===== config.mk =====
export PLATFORM = sky130hd
export DESIGN_NAME = c8ic_ctrl
export DESIGN_NICKNAME = d
export VERILOG_FILES = /design/src/hw/rtl/c8ic_pkg.sv /design/src/hw/rtl/c8ic_ctrl.sv
export SDC_FILE = /design/constraint.sdc
export NUM_CORES = 1
export LEC_CHECK = 0
export BUFFER_PORTS_ARGS = -buffer_cell sky130_fd_sc_hd__buf_2
export CORE_MARGIN = 4
export CORE_UTILIZATION = 45
export CTS_BUF_LIST = sky130_fd_sc_hd__clkbuf_8
export CTS_CLUSTER_SIZE = 30
export DETAILED_ROUTE_END_ITERATION = 12
export HOLD_SLACK_MARGIN = 0.06
export PLACE_DENSITY = 0.75
export SLEW_MARGIN = 20
export SYNTH_ARGS = -nofsm -noshare
export SYNTH_HDL_FRONTEND = slang
export SYNTH_SLANG_ARGS = --single-unit
export TNS_END_PERCENT = 100

===== constraint.sdc =====
create_clock -name clock -period 2.5 [get_ports clock]
set_clock_uncertainty 0.2 [all_clocks]
set_input_delay 0.25 -clock clock [delete_from_list [all_inputs] [get_ports clock]]
set_output_delay 0.25 -clock clock [all_outputs]
set_load 0.02 [all_outputs]

===== src/hw/rtl/c8ic_pkg.sv =====
// Shared types, constants and the font table of the CHIP-8 instruction core.
// No dependencies; the top level, the sequencer and the datapath import this package.
`default_nettype none
package c8ic_pkg;

   localparam int MEM_BYTES   = 4096;
   localparam int START_ADDR  = 512;
   localparam int STACK_DEPTH = 16;
   localparam int DISP_WIDTH  = 64;
   localparam int DISP_HEIGHT = 32;

   localparam int MEM_AW = $clog2(MEM_BYTES);
   localparam int STK_AW = $clog2(STACK_DEPTH);
   localparam int STK_CW = $clog2(STACK_DEPTH + 1);
   localparam int ROW_AW = $clog2(DISP_HEIGHT);
   localparam int COL_AW = $clog2(DISP_WIDTH);
   localparam int FONT_BYTES = 80;

   localparam logic [2:0] CMD_WRITE_MEM = 3'd0;
   localparam logic [2:0] CMD_EXECUTE   = 3'd1;
   localparam logic [2:0] CMD_TICK      = 3'd2;
   localparam logic [2:0] CMD_KEY       = 3'd3;
   localparam logic [2:0] CMD_READ_ROW  = 3'd4;

   localparam logic [2:0] ERR_NONE        = 3'd0;
   localparam logic [2:0] ERR_BAD_OPCODE  = 3'd1;
   localparam logic [2:0] ERR_PC_RANGE    = 3'd2;
   localparam logic [2:0] ERR_STACK_OVER  = 3'd3;
   localparam logic [2:0] ERR_STACK_UNDER = 3'd4;

   localparam logic [7:0] FONT_ROM [FONT_BYTES] = '{
      8'hF0, 8'h90, 8'h90, 8'h90, 8'hF0, 8'h20, 8'h60, 8'h20, 8'h20, 8'h70,
      8'hF0, 8'h10, 8'hF0, 8'h80, 8'hF0, 8'hF0, 8'h10, 8'hF0, 8'h10, 8'hF0,
      8'h90, 8'h90, 8'hF0, 8'h10, 8'h10, 8'hF0, 8'h80, 8'hF0, 8'h10, 8'hF0,
      8'hF0, 8'h80, 8'hF0, 8'h90, 8'hF0, 8'hF0, 8'h10, 8'h20, 8'h40, 8'h40,
      8'hF0, 8'h90, 8'hF0, 8'h90, 8'hF0, 8'hF0, 8'h90, 8'hF0, 8'h10, 8'hF0,
      8'hF0, 8'h90, 8'hF0, 8'h90, 8'h90, 8'hE0, 8'h90, 8'hE0, 8'h90, 8'hE0,
      8'hF0, 8'h80, 8'h80, 8'h80, 8'hF0, 8'hE0, 8'h90, 8'h90, 8'h90, 8'hE0,
      8'hF0, 8'h80, 8'hF0, 8'h80, 8'hF0, 8'hF0, 8'h80, 8'hF0, 8'h80, 8'h80
   };

   typedef enum logic [4:0] {
      ST_CLEAR, ST_IDLE, ST_DISPATCH, ST_FETCH1, ST_FETCH2, ST_RDY, ST_RDV0,
      ST_EXEC, ST_RET, ST_WRVF, ST_DRAW_RD, ST_DRAW_WR, ST_BCD, ST_STORE_RD,
      ST_STORE_WR, ST_LOAD_RD, ST_LOAD_WR, ST_ROW_RD, ST_OUT
   } ctrl_state_type;

   typedef enum logic [4:0] {
      DP_NOP, DP_CLEAR, DP_LATCH, DP_CMD, DP_HALT_PC, DP_FETCH0, DP_FETCH1,
      DP_FETCH2, DP_RDY, DP_RDV0, DP_EXEC, DP_RET, DP_WRVF, DP_DRAW_RD,
      DP_DRAW_WR, DP_BCD, DP_STORE_RD, DP_STORE_WR, DP_LOAD_RD, DP_LOAD_WR,
      DP_ROW_RD, DP_OUT
   } dp_op_type;

   typedef enum logic [2:0] {
      NEXT_DONE, NEXT_VF, NEXT_RET, NEXT_DRAW, NEXT_BCD, NEXT_STORE, NEXT_LOAD
   } next_step_type;

   typedef struct packed {
      logic          clr_last;
      logic [2:0]    command;
      logic          running;
      logic          pc_bad;
      next_step_type next_step;
      logic          draw_last;
      logic          loop_last;
      logic          bcd_last;
      logic          rsp_full;
   } dp_status_type;

endpackage
`default_nettype wire


===== src/hw/rtl/c8ic_ctrl.sv =====
// Sequencer of the CHIP-8 core: steps the datapath through each item.
// Depends on c8ic_pkg.
`default_nettype none
module c8ic_ctrl
   import c8ic_pkg::*;
(
   input  wire logic          clock,
   input  wire logic          reset,
   input  wire logic          req_valid,
   output logic               req_ready,
   input  wire dp_status_type status,
   output dp_op_type          dp_op
);
   ctrl_state_type state_ff, state_in;

   always_ff @(posedge clock) begin
      if (reset) begin
         state_ff <= ST_CLEAR;
      end else begin
         state_ff <= state_in;
      end
   end

   always_comb begin
      state_in = state_ff;
      case (state_ff)
         ST_CLEAR: if (status.clr_last) state_in = ST_IDLE;
         ST_IDLE: if (req_valid) state_in = ST_DISPATCH;
         ST_DISPATCH: begin
            if (status.command == CMD_EXECUTE && status.running && !status.pc_bad) begin
               state_in = ST_FETCH1;
            end else begin
               state_in = ST_ROW_RD;
            end
         end
         ST_FETCH1: state_in = ST_FETCH2;
         ST_FETCH2: state_in = ST_RDY;
         ST_RDY: state_in = ST_RDV0;
         ST_RDV0: state_in = ST_EXEC;
         ST_EXEC: begin
            case (status.next_step)
               NEXT_VF:    state_in = ST_WRVF;
               NEXT_RET:   state_in = ST_RET;
               NEXT_DRAW:  state_in = ST_DRAW_RD;
               NEXT_BCD:   state_in = ST_BCD;
               NEXT_STORE: state_in = ST_STORE_RD;
               NEXT_LOAD:  state_in = ST_LOAD_RD;
               default:    state_in = ST_ROW_RD;
            endcase
         end
         ST_RET: state_in = ST_ROW_RD;
         ST_WRVF: state_in = ST_ROW_RD;
         ST_DRAW_RD: state_in = ST_DRAW_WR;
         ST_DRAW_WR: state_in = status.draw_last ? ST_WRVF : ST_DRAW_RD;
         ST_BCD: if (status.bcd_last) state_in = ST_ROW_RD;
         ST_STORE_RD: state_in = ST_STORE_WR;
         ST_STORE_WR: state_in = status.loop_last ? ST_ROW_RD : ST_STORE_RD;
         ST_LOAD_RD: state_in = ST_LOAD_WR;
         ST_LOAD_WR: state_in = status.loop_last ? ST_ROW_RD : ST_LOAD_RD;
         ST_ROW_RD: state_in = ST_OUT;
         ST_OUT: if (!status.rsp_full) state_in = ST_IDLE;
         default: state_in = ST_IDLE;
      endcase
   end

   always_comb begin
      req_ready = 1'b0;
      dp_op     = DP_NOP;
      case (state_ff)
         ST_CLEAR: dp_op = DP_CLEAR;
         ST_IDLE: begin
            req_ready = 1'b1;
            if (req_valid) dp_op = DP_LATCH;
         end
         ST_DISPATCH: begin
            if (status.command != CMD_EXECUTE) begin
               dp_op = DP_CMD;
            end else if (status.running) begin
               dp_op = status.pc_bad ? DP_HALT_PC : DP_FETCH0;
            end
         end
         ST_FETCH1:   dp_op = DP_FETCH1;
         ST_FETCH2:   dp_op = DP_FETCH2;
         ST_RDY:      dp_op = DP_RDY;
         ST_RDV0:     dp_op = DP_RDV0;
         ST_EXEC:     dp_op = DP_EXEC;
         ST_RET:      dp_op = DP_RET;
         ST_WRVF:     dp_op = DP_WRVF;
         ST_DRAW_RD:  dp_op = DP_DRAW_RD;
         ST_DRAW_WR:  dp_op = DP_DRAW_WR;
         ST_BCD:      dp_op = DP_BCD;
         ST_STORE_RD: dp_op = DP_STORE_RD;
         ST_STORE_WR: dp_op = DP_STORE_WR;
         ST_LOAD_RD:  dp_op = DP_LOAD_RD;
         ST_LOAD_WR:  dp_op = DP_LOAD_WR;
         ST_ROW_RD:   dp_op = DP_ROW_RD;
         ST_OUT:      if (!status.rsp_full) dp_op = DP_OUT;
         default:     dp_op = DP_NOP;
      endcase
   end
endmodule
`default_nettype wire


== Word level (Yosys, flattened, before mapping) ==
Cells that the tools add are included.
Storage, ports and cells
  register bits after elaboration: 5
  bits in latches: 0
  bits in writable memories: 0
  memory bits (read-only): 0
  input bits: 16
  output and inout bits: 6
  word-level logic and storage cells: 54
  memories kept: 0
Cells by class
  add/subtract/negate cells: 0
  multipliers: 0
  divide/modulo/power cells: 0
  magnitude comparators: 0
  equal/unequal tests: 30
  shifts and indexed selects: 0
  multiplexer cells: 17
  bitwise gates (word level): 0
  reductions and logical operators: 6
Operators by type and width (count)
  $pmux 5 s19: 1
  $pmux 5 s18: 1
  $eq 5x4->1 const B: 8
  $mux 5: 8
  $pmux 5 s6: 1
  $eq 5x3->1 const B: 4
  $eq 5x5->1 const B: 3
  $eq 5x2->1 const B: 2
  $eq 3x3->1 const B: 3
  $ne 2x2->1 const B: 4
  $eq 3x1->1 const B: 2
  $eq 3x2->1 const B: 2
  $mux 3: 2
  $eq 5x1->1 const B: 1
  $logic_not 5->1: 1
  $mux 2: 2
  $reduce_and 4->1: 1
  $ne 3x1->1 const B: 1
  $logic_and 1x1->1: 2
  $mux 1: 2
  $reduce_or 2->1: 1
  $logic_not 1->1: 1

== Logic depth before layout (Yosys ltp) ==
  word-level depth: 5
  depth in mapped cells: 6
  depth with buffers taken out: 5

== Worst setup path before layout ==
No wires, ideal clock.
  kind: register to output
  from: register state_ff[0]
  to: output dp_op[1]
  data arrival time: 1613 ps
  required time: 2050 ps
  setup slack: 437 ps
  cell stages (with the launch flop): 7
  path buffers: 3
  cell sequence: dfxtp_1 > buf_2 > clkbuf_1 > clkbuf_1 > o21ai_0 > o21ai_1 > o32ai_1
On the way
  cells in the longest elaborated chain, start to end: 2
  elaborated cells between the ends (all ways): 20
  those cells by class: eq/ne (18); mux (1); reduce/logical (1)
RTL lines
  start, declared: line c8ic_ctrl.sv:14  | ctrl_state_type state_ff, state_in;
  start signal, assigned: line c8ic_ctrl.sv:20  | state_ff <= state_in;
  $eq 5x5->1, or another cell as far along: line c8ic_ctrl.sv:69  | case (state_ff)
  $pmux 5 s19 (*): line c8ic_ctrl.sv:69
  end, declared: line c8ic_ctrl.sv:12  | output dp_op_type dp_op
Mark *: on every way between the ends. The rest lies on a longest branch, timed or not.

== Worst setup path in the final report ==
  from: register state_ff[1]
  to: output dp_op[2]
The elaborated chain is that of the path after synthesis.

==> impl_metrics.csv <==
group,metric,value,unit
place,io_buffers,21,
logic_synthesis,ys_ff_latch,5,
die,die_height,49.92,um
critical_path,critPathLaunchType,"flop",
logic_synthesis,synth_fp_nets,136,
routing,vias,974,
routing,drc,0,
timing,rsz0062_at_grt,"false",
layout,fin_util,0.6087,
logic_synthesis,synth.most_common_cell,"a21oi_1",
global_routing,use_met2,0.3436,
layout,synthToLayoutAreaGrowth,21.36,%
global_routing,use_met3,0.02108,
layout,layout.nets,157,
logic_synthesis,synth.cell_area,790.8,um2
die,die-area,2492,um2
global_routing,met1_usage,0.2258,
timing,fmax,424.1,MHz
global_routing,grt-busiest-layer,"met2",
critical_path,path_max_fanout,22,
timing,finalSetupTns,0,ns
global_routing,grt_overflow,0,
critical_path,cp-end-kind,"output pin",
cts,clkTransAtPathRegs,0.04,ns
global_routing,grt_pass1_wl,3.712,mm
place,hpwl,1.748,mm
layout,regMostFlops,"state_ff",
routing,routedWlPerCell,14.76,um
cts,worstSkewPairLatency,0.22,ns
layout,largest_reg_flops,5,
critical_path,crit_type,"reg2out",
die,start_util,0.5016,
logic_synthesis,yosys.cell_types.count,42,
routing,routed_wl,2.303,mm
global_routing,grtUsageTotal,0.1865,
logic_synthesis,synth_top_area_frac,0.1266,
power,vdd_ir_drop_max,0.2484,mV
routing,avgViaCountPerCell,6.244,
routing,dr.first_iter.drc_count,47,
logic_synthesis,synth_cells,120,
timing,setup_violations,0,
die,fp.dieW,49.92,um
cts,cts_tree,"done",
die,num_rows,14,
die,core,1577,um2
routing,ant_nets,0,
timing,worstMarginPinSlew,0.6731,ns
logic_synthesis,synth_top_cell_by_area,"dfxtp_1",
run_status,status,"complete, no violations",
cts,cts_sinks,5,
flow_run,cap_violations,0,
logic_synthesis,ys_seq_area_frac,0.1266,
critical_path,crit_arrival,1.91,ns
cts,cts_buffers,3,
logic_synthesis,ys_top_cells_by_count,"a21oi_1 (15), nand2_1 (11), o21ai_0 (11)",
timing,min_period,2.358,ns
power,leakage,0.3692,nW
timing,slew_headroom,0.5506,
logic_synthesis,ys.flop_type,"dfxtp_1",
hold_path,hold_path_class,"in2reg",
power,p_per_area,326.6,nW/um2
die,num_io_pins,22,
timing,final.period_utilization,0.9432,
layout,drive_above_1_share,0.2286,
layout,nFillCells,160,
layout,antenna_cells,0,
logic_synthesis,synth_edf_count,0,
cts,clockBufferDepth,2,
cts,cts-root-buf,"clkbuf_8",
global_routing,antenna_found_initial,0,
logic_synthesis,yosysWarnings,0,
layout,largestRegisters,"state_ff x5",
place,gp_congestion,0.8580,
cts,cts_resized,0,
routing,drtPass1Iterations,4,
timing,slew_viol_final,0,
critical_path,required,2.05,ns
logic_synthesis,ys_top_cells_by_area,"dfxtp_1 (13%), a21oi_1 (9.5%), o21ai_0 (7.0%), nand2_1 (5.2%), nor3b_1 (4.7%)",
timing,hold_viol_final,0,
cts,htreeDepth,1,
logic_synthesis,syn_avg_cell_area,6.590,um2
global_routing,grt_pass1_vias,882,
global_routing,grt_start_max_net_pins,24,
logic_synthesis,async_reset_ff_frac,0,
-- report_power, final --
part	switching (W)	total (W)	internal, W
sequential	0.00000899	0.0000912	0.0000823
clock	0.0000403	0.000146	0.000105
combinational	0.0000398	0.0000766	0.0000368
-- worst max-delay path, stage by stage, from the launching register on --
cell and delay (ns):
dfxtp_1 0.74, nor2b_1 0.35, nand2_1 0.14, nor2_1 0.12
a21oi_1 0.07, o21ai_1 0.09, buf_2 0.18
-- metrics by stage --
stage | hold WS (ns) | worst slack (ns) | instance area, um2 | total power (W) | instances
2_1_floorplan | 0.1191 | 0.4371 | 790.8 | 0.0001373 | 120
3_3_place_gp | 0.2862 | 0.4362 | 904.6 | 0.0001646 | 151
3_5_place_dp | 0.2825 | 0.4270 | 904.6 | 0.0001668 | 151
4_1_cts | 0.1947 | 0.1867 | 959.7 | 0.0003138 | 156
5_1_grt | 0.2012 | 0.04642 | 959.7 | 0.0003300 | 156
6_report | 0.1946 | 0.1419 | 959.7 | 0.0003135 | 156
-- cell type report --
class                           count  area (um2)  share of cell area
Sequential cell                     5       100.1              0.1043
Timing Repair Buffer               26       145.1              0.1512
Clock buffer                        3       41.29             0.04302
Tap cell                           16       20.02             0.02086
Inverter                            3       11.26             0.01173
Clock inverter                      1       3.754            0.003911
Multi-Input combinational cell    102       638.1              0.6649
-- final timing paths --
| check | from | cells after the start | slack, ns | to |
|---|---|---|---|---|
| worst min-delay path | status[2] | 3 | 0.19 | state_ff[2] |
| worst max-delay path | state_ff[1] | 6 | 0.14 | dp_op[2] |
| worst max register to register | state_ff[1] | 5 | 0.38 | state_ff[4] |
| worst min register to register | state_ff[4] | 2 | 0.56 | state_ff[1] |
-- layout by cell type (no fill, tap or decap), types with 2 or more instances in the layout --
cell | synthesis | routed
nand2_1 | 11 | 11
nor3b_1 | 5 | 5
nand2b_1 | 3 | 3
buf_4 | 0 | 4
nor2_1 | 7 | 7
o21a_1 | 2 | 2
nor3_1 | 4 | 4
buf_2 | 3 | 21
a21o_1 | 3 | 3
nor2b_1 | 5 | 5
o21ai_0 | 11 | 11
dfxtp_1 | 5 | 5
nand3_1 | 5 | 5
inv_1 | 3 | 4
clkbuf_8 | 0 | 3
o21ai_1 | 2 | 2
or4_1 | 2 | 2
xor2_1 | 2 | 2
a21oi_1 | 15 | 15
o211ai_1 | 3 | 3
-- per-layer routing --
layer / wire, um / vias up
li1: - / 484
met2: 1113 / 46
met4: 11 / 0
met3: 168 / 2
met5: 0 / -
met1: 1010 / 442
-- kinds of logic after synthesis --
kind of cell	share of synthesized area
simple gates	0.3829
compound gates	0.3703
mux	0.03164
buf+inv	0.06644
flops	0.1266
xor+xnor	0.02216
-- timing repair --
action	in CTS	in global routing
hold buffers	1	0
endpoints found under the setup margin	0	0
endpoints found under the hold margin	2	0
buffers inserted	0	0
Note: power is estimated with default switching activity, not from simulation.
